[src/hw/rtl/bni_pkg.sv]
// Types and constants shared by the batch normalization datapath.
`default_nettype none

package bni_pkg;

	localparam int RAD_W  = 25;
	localparam int ROOT_W = 13;
	localparam int MAG_W  = 32;

	localparam logic KIND_LOAD   = 1'b0;
	localparam logic KIND_SAMPLE = 1'b1;

	localparam logic [1:0] ST_OK   = 2'd0;
	localparam logic [1:0] ST_SAT  = 2'd1;
	localparam logic [1:0] ST_ZERO = 2'd2;

	typedef struct packed {
		logic [7:0]         ch;
		logic signed [15:0] bias;
		logic               neg;
		logic [MAG_W-1:0]   mag;
	} sq_side_t;

	typedef struct packed {
		logic [7:0]         ch;
		logic signed [15:0] bias;
		logic               neg;
		logic               zero;
	} dv_side_t;

	typedef struct packed {
		logic [1:0]         status;
		logic [7:0]         ch;
		logic signed [15:0] value;
	} out_item_t;

endpackage

`default_nettype wire

[src/hw/rtl/bni_div.sv]
// Pipelined restoring divider, one quotient bit per stage, unsigned.
`default_nettype none

module bni_div (
	input  wire logic                       clk,
	input  wire logic                       arst_n,
	input  wire logic                       en,
	input  wire logic                       in_valid,
	input  wire logic [bni_pkg::MAG_W-1:0]  in_mag,
	input  wire logic [bni_pkg::ROOT_W-1:0] in_div,
	input  wire bni_pkg::dv_side_t          in_side,
	output logic                            out_valid,
	output logic [bni_pkg::MAG_W-1:0]       out_quot,
	output bni_pkg::dv_side_t               out_side
);

	localparam int N  = bni_pkg::MAG_W;
	localparam int DW = bni_pkg::ROOT_W;

	logic [DW-1:0]     r_q    [N];
	logic [N-1:0]      nq_q   [N];
	logic [DW-1:0]     d_q    [N];
	logic              vld_q  [N];
	bni_pkg::dv_side_t side_q [N];

	for (genvar k = 0; k < N; k++) begin : g_stage
		logic [DW-1:0]     r_i;
		logic [N-1:0]      nq_i;
		logic [DW-1:0]     d_i;
		logic              vld_i;
		bni_pkg::dv_side_t side_i;
		logic [DW:0]       t;
		logic [DW:0]       t_sub;
		logic              ge;

		if (k == 0) begin : g_first
			assign r_i    = '0;
			assign nq_i   = in_mag;
			assign d_i    = in_div;
			assign vld_i  = in_valid;
			assign side_i = in_side;
		end else begin : g_next
			assign r_i    = r_q[k-1];
			assign nq_i   = nq_q[k-1];
			assign d_i    = d_q[k-1];
			assign vld_i  = vld_q[k-1];
			assign side_i = side_q[k-1];
		end

		// Shift the next dividend bit into the partial remainder and try to subtract.
		assign t     = {r_i, nq_i[N-1]};
		assign t_sub = t - {1'b0, d_i};
		assign ge    = t >= {1'b0, d_i};

		always_ff @(posedge clk or negedge arst_n) begin
			if (!arst_n) begin
				vld_q[k] <= 1'b0;
			end else if (en) begin
				vld_q[k] <= vld_i;
			end
		end

		always_ff @(posedge clk) begin
			if (en) begin
				r_q[k]    <= ge ? t_sub[DW-1:0] : t[DW-1:0];
				nq_q[k]   <= {nq_i[N-2:0], ge};
				d_q[k]    <= d_i;
				side_q[k] <= side_i;
			end
		end
	end

	assign out_valid = vld_q[N-1];
	assign out_quot  = nq_q[N-1];
	assign out_side  = side_q[N-1];

endmodule

`default_nettype wire

[config.mk]
export PLATFORM = sky130hd
export DESIGN_NAME = bni_div
export DESIGN_NICKNAME = d
export VERILOG_FILES = /design/src/hw/rtl/bni_pkg.sv /design/src/hw/rtl/bni_div.sv
export SDC_FILE = /design/constraint.sdc
export NUM_CORES = 2
export LEC_CHECK = 0
export BUFFER_PORTS_ARGS = -buffer_cell sky130_fd_sc_hd__buf_4
export CELL_PAD_IN_SITES_DETAIL_PLACEMENT = 1
export CELL_PAD_IN_SITES_GLOBAL_PLACEMENT = 1
export CORE_MARGIN = 2
export CORE_UTILIZATION = 25
export CTS_CLUSTER_DIAMETER = 60
export CTS_CLUSTER_SIZE = 10
export DETAILED_ROUTE_END_ITERATION = 6
export GPL_ROUTABILITY_DRIVEN = 0
export HOLD_SLACK_MARGIN = 0.12
export PLACE_DENSITY_LB_ADDON = 0.1
export SKIP_CTS_REPAIR_TIMING = 1
export SLEW_MARGIN = 15
export SYNTH_ARGS = -nofsm -noshare
export SYNTH_HDL_FRONTEND = slang
export SYNTH_SLANG_ARGS = --single-unit
[constraint.sdc]
create_clock -name clk -period 3.26 [get_ports clk]
set_clock_uncertainty 0.15 [all_clocks]
set_input_delay 0.489 -clock clk [delete_from_list [all_inputs] [get_ports clk]]
set_output_delay 0.489 -clock clk [all_outputs]
set_load 0.02 [all_outputs]
==> results.tsv <==
stage	metric	value	unit
run_status	status	completed	
die	core area	416000	µm²
sta	minimum clock period	3150	ps
hold_path	hold path startpoint	in_mag[20]	
die	Die X	649	µm
drt	initial drt markers	2933	
sta	Slew Limit Headroom	51.7	%
worst_setup_path	Crit Reg-Reg Endpoint	r_q[1][77]	
logic_synthesis	register area share after synthesis	77.5	%
cells_and_area	Area Growth Syn to Fin	22.1	%
logic_synthesis	ranking of synthesized cells by area	edfxtp_1, ha_1, mux2_2	
logic_synthesis	largest family of logic cells by synthesized area	compound AO/OA/AOI/OAI gates	
logic_synthesis	Syn Area/Cell	17.0	µm²
cells_and_area	Post-layout nets	7482	
drt	routed vias/inst	4.06	
grt	number of global-route vias before repair	54700	
logic_synthesis	mux share of post-synthesis cell area	2.32	%
sta	Setup-failing EPs final	0	
die	Rows	237	
cells_and_area	layout cells sized above 1	16.1	%
worst_setup_path	Worst EP required	3770	ps
logic_synthesis	area leader, netlist	edfxtp_1	
logic_synthesis	Mapped Nets	6646	
sta	Max Fclk	318	MHz
clock_network	worst skew pair latency	930	ps
logic_synthesis	Netlist cell types	68	
hold_path	sink of the worst hold path	nq_q[0][21]	
worst_setup_path	critical path endpoint category	register	
grt	remaining global-route overflow	0	
grt	largest net degree at the start of global routing	105	
worst_setup_path	Setup crit start kind	register	
drt	residual DRC count	0	
logic_synthesis	prevailing post-synth register cell	edfxtp_1	
logic_synthesis	area fraction of the dominant cell type after synthesis	76.8	%
drt	DR vias	51400	
grt	first-pass GRT wire length	319	mm
hold_path	Hold Path Depth	2	
logic_synthesis	cells after synthesis	6136	
cells_and_area	commonest non-fill, non-tap cells in the layout	edfxtp_1, inv_1, ha_1	
sta	Worst Tran Pin Value	725	ps
power_and_ir_drop	Power Total	0.112	W
drt	DR WL/cell	16.0	µm
logic_synthesis	YS warnings	0	
power_and_ir_drop	VDD IR max	0.425	mV
worst_setup_path	reg2reg path depth	12	
clock_network	H-tree depth	5	
die	die area	422000	µm²
logic_synthesis	fraction of registers with async set/reset	1.19	%
sta	PnR worst setup slack	115	ps
run	max_cap viols	0	
grt	antenna violations before repair	4	
drt	first-pass iteration count of the detailed router	5	
die	I/O pin count	134	
cells_and_area	commonest non-fill, non-tap cell in the layout	edfxtp_1	
logic_synthesis	Post-Synth Adder-Cell Area	5.44	%
clock_network	CTS root buf	clkbuf_16	
logic_synthesis	EDFF count, synth	2662	
logic_synthesis	Synth Area in Simple Gates	4.03	%
die	Die H	649	µm
die	Initial Util	25.0	%
clock_network	clock buffer count from CTS	362	
sta	Tcrit/Tclk final	96.5	%
hold_path	worst min path class	in -> reg	
sta	final setup TNS	0	ps
logic_synthesis	mapped cell area	104000	µm²
logic_synthesis	post-synthesis compound-gate area fraction	6.02	%
sta	final hold vios	0	
worst_setup_path	worst path arrival time	3650	ps
sta	final slew viol count	0	
place	post-detail-place hpwl	134	mm
clock_network	CTS tree	yes	
drt	Routed Antenna Nets	0	
worst_setup_path	CP Max Fanout	3	
worst_setup_path	internal reg-to-reg setup slack	110	ps
cells_and_area	final core occ	30.6	%
clock_network	Reg clk slew, reported paths	50	ps
logic_synthesis	Synth Area in XOR/XNOR	2.39	%
drt	Total Wirelength	203	mm
clock_network	maximum clock insertion buffer count	4	
cells_and_area	final non-filler cell total	12700	
clock_network	CTS sink cnt	2694	
place	pre-CTS setup slack	-34.5	ps
logic_synthesis	Yosys reg bits	2694	
power_and_ir_drop	P_leak	46.9	nW
power_and_ir_drop	Power Density	881	nW/µm²
grt	All-Layer GR Usage	9.42	%
place	placed insts	12000	
worst_setup_path	RR Startpoint	nq_q[5][31]	
worst_setup_path	Crit Path Class	reg -> reg	
place	# port buffers	133	
==> flip-flops by register name, summed over array words and instances (netlist names) <==
name and cells:
d_q 403, r_q 403, nq_q 1024, side_q 832, out_valid 1, g_stage.vld_i 31
==> routing by layer <==
layer,routed length (µm),GRT usage [%],vias up
met5,0,0,-
met2,94900,15.4,605
met3,7420,1.87,420
met1,93500,12.4,25600
met4,6740,3.32,0
li1,-,-,24800
==> stage by stage <==
stage / hold WS, ps / area (µm²)
floorplan: 43.4 / 104000
global placement: 250 / 114000
detailed placement: 255 / 114000
CTS: -742 / 125000
global route: 121 / 127000
finish: 200 / 127000
==> cells in the mapped netlist, types with 28 or more instances <==
| library cell | number |
|---|---|
| clkbuf_1 | 48 |
| nand2b_1 | 75 |
| ha_1 | 405 |
| dfrtp_1 | 32 |
| inv_1 | 538 |
| nor3_1 | 83 |
| a21oi_1 | 250 |
| o21bai_1 | 37 |
| edfxtp_1 | 2662 |
| a31oi_1 | 38 |
| fa_1 | 30 |
| nand3_1 | 54 |
| xnor2_1 | 151 |
| o21a_1 | 38 |
| mux2i_1 | 28 |
| xor2_1 | 133 |
| nand2_1 | 318 |
| nor2b_1 | 44 |
| nand4_1 | 48 |
| mux2_2 | 185 |
| nor2_1 | 200 |
| o31ai_1 | 32 |
| o21ai_0 | 300 |
| a21o_1 | 133 |
==> cell type report <==
type                            instances  area (µm²)
Antenna cell                            1        2.50
Clock buffer                          417        9320
Clock inverter                        144        1680
Fill cell                           42900      289000
Inverter                              541        2030
Multi-Input combinational cell       2829       21400
Sequential cell                      2694       80700
Tap cell                             5497        6880
Timing Repair Buffer                  544        5170
==> cell families after synthesis <==
kind of cell / count (synthesis)
flip-flops: 2694
adder cells (fa/ha/maj): 435
multiplexers: 218
AND/OR/NAND/NOR: 899
AO/OA/AOI/OAI: 993
XOR/XNOR: 284
buffers and inverters: 613
==> critical path: stages, from the launching register on <==
cell and delay (ps):
edfxtp_1 390, inv_1 80, ha_1 190, inv_1 70
fa_1 400, a21o_1 210, a21oi_2 190, o211ai_1 160
a221o_1 410, buf_4 170, a21oi_2 150, xnor2_1 70
mux2_2 260
==> power by group <==
group / internal, W / total, W / switching (W) / leakage (nW)
registers: 0.0448 / 0.0474 / 0.00257 / 26.4
logic: 0.0129 / 0.0277 / 0.0148 / 15.1
clock network: 0.0220 / 0.0369 / 0.0149 / 5.30
==> worst max path at each step <==
| stage | startpoint | endpoint | slack (ps) |
|---|---|---|---|
| final | nq_q[5][31] | r_q[1][77] | 110 |
| after global routing | nq_q[5][31] | r_q[1][77] | -30 |
| after CTS | nq_q[1][127] | r_q[0][110] | -90 |
| after detailed placement | d_q[7][0] | r_q[0][105] | -30 |
| after global placement | d_q[7][0] | r_q[0][106] | 7 |
| after floorplan | nq_q[2][95] | r_q[0][144] | 150 |
Note: power is estimated with default switching activity, not from simulation.
