[src/hw/rtl/bni_pkg.sv]
// Types and constants shared by the batch normalization datapath.
`default_nettype none

package bni_pkg;

	localparam int RAD_W  = 25;
	localparam int ROOT_W = 13;
	localparam int MAG_W  = 32;

	localparam logic KIND_LOAD   = 1'b0;
	localparam logic KIND_SAMPLE = 1'b1;

	localparam logic [1:0] ST_OK   = 2'd0;
	localparam logic [1:0] ST_SAT  = 2'd1;
	localparam logic [1:0] ST_ZERO = 2'd2;

	typedef struct packed {
		logic [7:0]         ch;
		logic signed [15:0] bias;
		logic               neg;
		logic [MAG_W-1:0]   mag;
	} sq_side_t;

	typedef struct packed {
		logic [7:0]         ch;
		logic signed [15:0] bias;
		logic               neg;
		logic               zero;
	} dv_side_t;

	typedef struct packed {
		logic [1:0]         status;
		logic [7:0]         ch;
		logic signed [15:0] value;
	} out_item_t;

endpackage

`default_nettype wire

[src/hw/rtl/bni_isqrt.sv]
// Pipelined integer square root, one root bit resolved per stage.
`default_nettype none

module bni_isqrt (
	input  wire logic                       clk,
	input  wire logic                       arst_n,
	input  wire logic                       en,
	input  wire logic                       in_valid,
	input  wire logic [bni_pkg::RAD_W-1:0]  in_rad,
	input  wire bni_pkg::sq_side_t          in_side,
	output logic                            out_valid,
	output logic [bni_pkg::ROOT_W-1:0]      out_root,
	output bni_pkg::sq_side_t               out_side
);

	localparam int N  = bni_pkg::ROOT_W;
	localparam int TW = bni_pkg::RAD_W + 3;

	logic [TW-1:0]     rem_q  [N];
	logic [N-1:0]      root_q [N];
	logic              vld_q  [N];
	bni_pkg::sq_side_t side_q [N];

	for (genvar k = 0; k < N; k++) begin : g_stage
		localparam int B = N - 1 - k;
		logic [TW-1:0]     rem_i;
		logic [N-1:0]      root_i;
		logic              vld_i;
		bni_pkg::sq_side_t side_i;
		logic [TW-1:0]     trial;
		logic              ge;

		if (k == 0) begin : g_first
			assign rem_i  = TW'(in_rad);
			assign root_i = '0;
			assign vld_i  = in_valid;
			assign side_i = in_side;
		end else begin : g_next
			assign rem_i  = rem_q[k-1];
			assign root_i = root_q[k-1];
			assign vld_i  = vld_q[k-1];
			assign side_i = side_q[k-1];
		end

		// Candidate (R + 2^B)^2 - R^2 against what is left of the radicand.
		assign trial = (TW'(root_i) << (B + 1)) + (TW'(1) << (2 * B));
		assign ge    = rem_i >= trial;

		always_ff @(posedge clk or negedge arst_n) begin
			if (!arst_n) begin
				vld_q[k] <= 1'b0;
			end else if (en) begin
				vld_q[k] <= vld_i;
			end
		end

		always_ff @(posedge clk) begin
			if (en) begin
				rem_q[k]  <= ge ? rem_i - trial : rem_i;
				root_q[k] <= ge ? (root_i | (N'(1) << B)) : root_i;
				side_q[k] <= side_i;
			end
		end
	end

	assign out_valid = vld_q[N-1];
	assign out_root  = root_q[N-1];
	assign out_side  = side_q[N-1];

endmodule

`default_nettype wire

[config.mk]
export PLATFORM = sky130hd
export DESIGN_NAME = bni_isqrt
export DESIGN_NICKNAME = d
export VERILOG_FILES = /design/src/hw/rtl/bni_pkg.sv /design/src/hw/rtl/bni_isqrt.sv
export SDC_FILE = /design/constraint.sdc
export NUM_CORES = 1
export LEC_CHECK = 0
export ABC_AREA = 1
export ABC_CLOCK_PERIOD_IN_PS = 3800
export BUFFER_PORTS_ARGS = -buffer_cell sky130_fd_sc_hd__buf_2
export CORE_ASPECT_RATIO = 0.6
export CORE_MARGIN = 2
export CORE_UTILIZATION = 64
export DETAILED_ROUTE_END_ITERATION = 12
export PLACE_DENSITY = 0.82
export REMOVE_ABC_BUFFERS = 1
export SLEW_MARGIN = 10
export SYNTH_ARGS = -nofsm -noshare
export SYNTH_HDL_FRONTEND = slang
export SYNTH_SLANG_ARGS = --single-unit
[constraint.sdc]
create_clock -name clk -period 3.8 [get_ports clk]
set_clock_uncertainty 0.2 [all_clocks]
set_input_delay 0.76 -clock clk [delete_from_list [all_inputs] [get_ports clk]]
set_output_delay 0.76 -clock clk [all_outputs]
set_load 0.02 [all_outputs]
==> impl_summary.log <==
INFO  metric antenna_found_initial = 0
INFO  metric yosys.area.top_type_share = between 70% and 80%
INFO  metric vdd_drop_max = 0.438 mV
INFO  metric fin_ws = 0.954 ns
INFO  metric first_pass_iters = 6
INFO  metric layout_stage_area_growth_over_the_synthesis_result = 12.0%
INFO  metric std_cell_rows = 75
INFO  metric postRouteAntennaNets = 0
INFO  metric clk-insertion-delay-late = 0.68 ns
INFO  metric die-area = 73800 um2
INFO  metric min_period_over_period = roughly three quarters
INFO  metric fmax = 351 MHz
INFO  metric status = finished, final reports clean
INFO  metric cpMostUsedCell = nand2_1
INFO  metric grt_start_max_net_pins = 97
INFO  metric root_buffer = clkbuf_16
INFO  metric synth_top_area_cell = edfxtp_1
INFO  metric critical_path_buf_inv_count = 1
INFO  metric startpoint = rem_q[4][17]
INFO  metric pre_cts_ws = 1.07 ns
INFO  metric route.detailed.drc = 0
INFO  metric routed-via-count = roughly 25000
INFO  metric die_h = 211 um
INFO  metric cp_cell_sequence = ha_1 > a21oi_1 > nand2_1 > nand2_1 > nand3_1 > nand2_1 > nand3_1 > inv_1 > a21oi_1
INFO  metric critPathMaxFanout = 15
INFO  metric setup-violations-final = 0
INFO  metric register_area = 35300 um2
INFO  metric worst-endpoint-required = 4.02 ns
INFO  metric finalSetupTns = 0 ns
INFO  metric drt_wl_total = 85.9 mm
INFO  metric num-nets-final = 3788
INFO  metric floorplan.core_area = between 70000 and 80000 um2
INFO  metric cpPeakStageDelay = about 0.43 ns
INFO  metric endpoint_kind = flip-flop
INFO  metric cellLeakagePower = 0.0200 uW
INFO  metric min_from = in_side[10]
INFO  metric clkTransAtPathRegs = about 0.070 ns
INFO  metric critPathSlowestCell = nand3_1
INFO  metric drive_above_1_share = between 10% and 20%
INFO  metric gpl.final_weighted_congestion = 0.980
INFO  metric worstRegToRegCells = 9
INFO  metric synth-edff-count = 1166
INFO  metric h_tree_lvls = 3
INFO  metric tightest_slew = 0.940 ns
INFO  metric clk_path_buf_depth = 3
INFO  metric syn-cell-area = 45800 um2
INFO  metric synthArstFlopShare = 1.10%
INFO  metric final-hold-violation-count = 0
INFO  metric power_per_cell_area = 560 nW/um2
INFO  metric worst_r2r_startpoint = rem_q[4][17]
INFO  metric yosys_register_bits = approximately 1200
INFO  metric numCtsBuffers = 98
INFO  metric cts.sink_count = 1179
INFO  metric globalRouteOverflowTotal = 0
INFO  metric boundary_pins = 157
INFO  metric slew_headroom = 36.7%
INFO  metric number_of_synthesis_warnings = 0
INFO  metric postSynth.topFlopCell = edfxtp_1
INFO  metric grt_pass1_wl = 135 mm
INFO  metric hold_depth = 1
INFO  metric grt_setup_unrepaired = false
INFO  metric grt_use_total = 24.0%
INFO  metric synth.distinct_cells = 51
INFO  metric route.detailed.wl_per_inst = 18.7 um
INFO  metric width_of_the_die = between 300 and 400 um
INFO  metric r2r_end = rem_q[5][21]
INFO  metric arrival = 3.06 ns
INFO  metric antenna_cells_inserted = 0
INFO  metric finalCriticalPeriod = 2.85 ns
INFO  metric synth_area_per_cell = ~14 um2
INFO  metric cts_tree = done
INFO  metric avgViaCountPerCell = 5.50
INFO  metric initial_core_util = 65.1%
INFO  metric worst-setup-path-type = reg2reg
INFO  metric worst_hold_path.endpoint = side_q[0][10]
INFO  metric sum_of_net_half_perimeters_after_detailed_placement = about 59 mm
INFO  metric drv_cap = 0
INFO  metric yosysSeqAreaShare = 77.2%
INFO  metric postSynthCellCount = 3317
INFO  metric reg2reg_setup_slack = 0.95 ns
INFO  metric first_global_vias = about 24000
INFO  metric setup.worst_path.start_class = flip-flop
INFO  metric netlist_top_cells_area = edfxtp_1, nand2_1, inv_1, ha_1, nor2_1
INFO  metric cpLargestDelayFamily = simple AND/OR/NAND/NOR gates
INFO  metric port_buffers = 156
INFO  metric final-max-slew-violation-count = 0
INFO  metric drt_iter0_markers = 3312
INFO  metric holdCritPathClass = in2reg
INFO  metric multi_input_area = between 8000 and 9000 um2
INFO  metric fillers = 4453
==> synthesized netlist by cell type, types with 6 or more instances <==
library cell  instances
nand2_2              10
o21ai_1               9
nand3b_1             28
inv_2                 6
a21oi_1              94
xnor2_1              30
nor4_1                9
nand4_1              38
o21ai_0              57
o21ai_2              15
nor2_1              277
nand3_1             143
nor2_2               10
xor2_1               45
nand2_1             756
nor3_1               34
or2_2                 8
edfxtp_1           1166
ha_1                100
a21oi_2              19
dfrtp_1              13
inv_1               398
==> flip-flops by register name, summed over array words and instances, names as in the netlist <==
| register | flops |
|---|---|
| side_q | 741 |
| rem_q | 334 |
| g_stage.vld_i | 12 |
| out_valid | 1 |
| root_q | 91 |
==> through the flow <==
step	total power, uW	utilization (%)	hold WS [ns]	cell area, um2	std cells
global route	29800	72.9	0.0138	51300	4602
finish	28700	72.9	0.0501	51300	4602
global placement	19000	68.5	0.200	48200	4425
CTS	28900	72.9	0.00612	51300	4602
detailed placement	19100	68.5	0.205	48200	4425
floorplan	17900	-	0.200	45600	3299
==> worst register-to-register path, cell delays in order (launching register included) <==
cell      delay [ns]
edfxtp_1        0.41
ha_1            0.39
a21oi_1         0.17
nand2_1         0.14
nand2_1         0.10
nand3_1         0.12
nand2_1         0.15
nand3_1         0.43
inv_1           0.40
a21oi_1         0.09
==> layout by cell type (no fill, tap or decap), types with 3 or more instances in the layout <==
| cell type | instances |
|---|---|
| clkinv_1 | 15 |
| nor2_2 | 10 |
| clkbuf_16 | 98 |
| inv_2 | 6 |
| clkbuf_1 | 21 |
| bufinv_16 | 5 |
| a21oi_1 | 94 |
| o21ai_2 | 15 |
| buf_2 | 155 |
| nand2_1 | 756 |
| o21bai_1 | 3 |
| inv_1 | 398 |
| o21ai_0 | 57 |
| nor2_4 | 3 |
| dfrtp_1 | 13 |
| buf_4 | 26 |
| edfxtp_1 | 1166 |
| nand4_1 | 38 |
| nand3_1 | 143 |
| clkinv_16 | 4 |
| clkinv_2 | 21 |
| inv_4 | 3 |
| ha_1 | 100 |
| nor4_1 | 9 |
| a21oi_2 | 19 |
| nand3b_1 | 28 |
| xnor2_1 | 30 |
| buf_12 | 20 |
| nand2_2 | 10 |
| nor3_1 | 34 |
| o21ai_1 | 9 |
| xor2_1 | 45 |
| or2_2 | 8 |
| nor2_1 | 277 |
| inv_6 | 5 |
==> worst max path at each step <==
stage                         endpoint  slack (ns)  cells after the start
after global placement    rem_q[5][27]        1.10                      9
after CTS                 rem_q[5][21]        1.01                      9
after floorplan           rem_q[6][20]        1.28                      9
after global routing      rem_q[5][19]        0.72                     10
final                     rem_q[5][21]        0.95                      9
after detailed placement  rem_q[7][10]        1.07                     12
==> report_power, final <==
group / internal, uW / total (uW) / switching, uW
clock: 5190 / 9720 / 4530
combinational: 936 / 2930 / 1990
sequential: 15500 / 16100 / 564
==> final cells by class <==
type	count	area share (%)
multi-input cells	1713	17.1
repair buffers	203	2.72
flip-flops and latches	1179	68.9
clock inverters	55	1.04
well taps	924	2.26
clock buffers	121	4.99
inverters	407	2.99
==> kinds of logic (layout without fill, tap and decap cells) <==
logic type                 after synthesis  count (layout)  synth area share, %
and+or+nand+nor                       1329            1329                 12.2
DFF                                   1179            1179                 77.2
buffers and inverters                  426             786                 3.71
AOI/OAI and AO/OA                      206             206                 2.65
adders and majority gates              100             100                 2.73
xor gates and xnor gates                75              75                 1.43
other                                    1               2              0.00819
muxes                                    1               1               0.0246
==> repair_timing <==
| item | CTS | global route |
|---|---|---|
| hold buffers | 1 | 0 |
| resized for setup | 0 | 0 |
| setup buffers | 0 | 0 |
| hold endpoints to repair | 13 | 0 |
==> layer usage <==
metal	wire (um)	global-route usage, %	vias to the layer above
met1	39200	38.0	12000
met2	36200	34.1	1108
met5	0	0	-
met4	1350	4.71	0
li1	-	-	12000
met3	9140	6.30	102
Power figures use the tool's default switching activity.
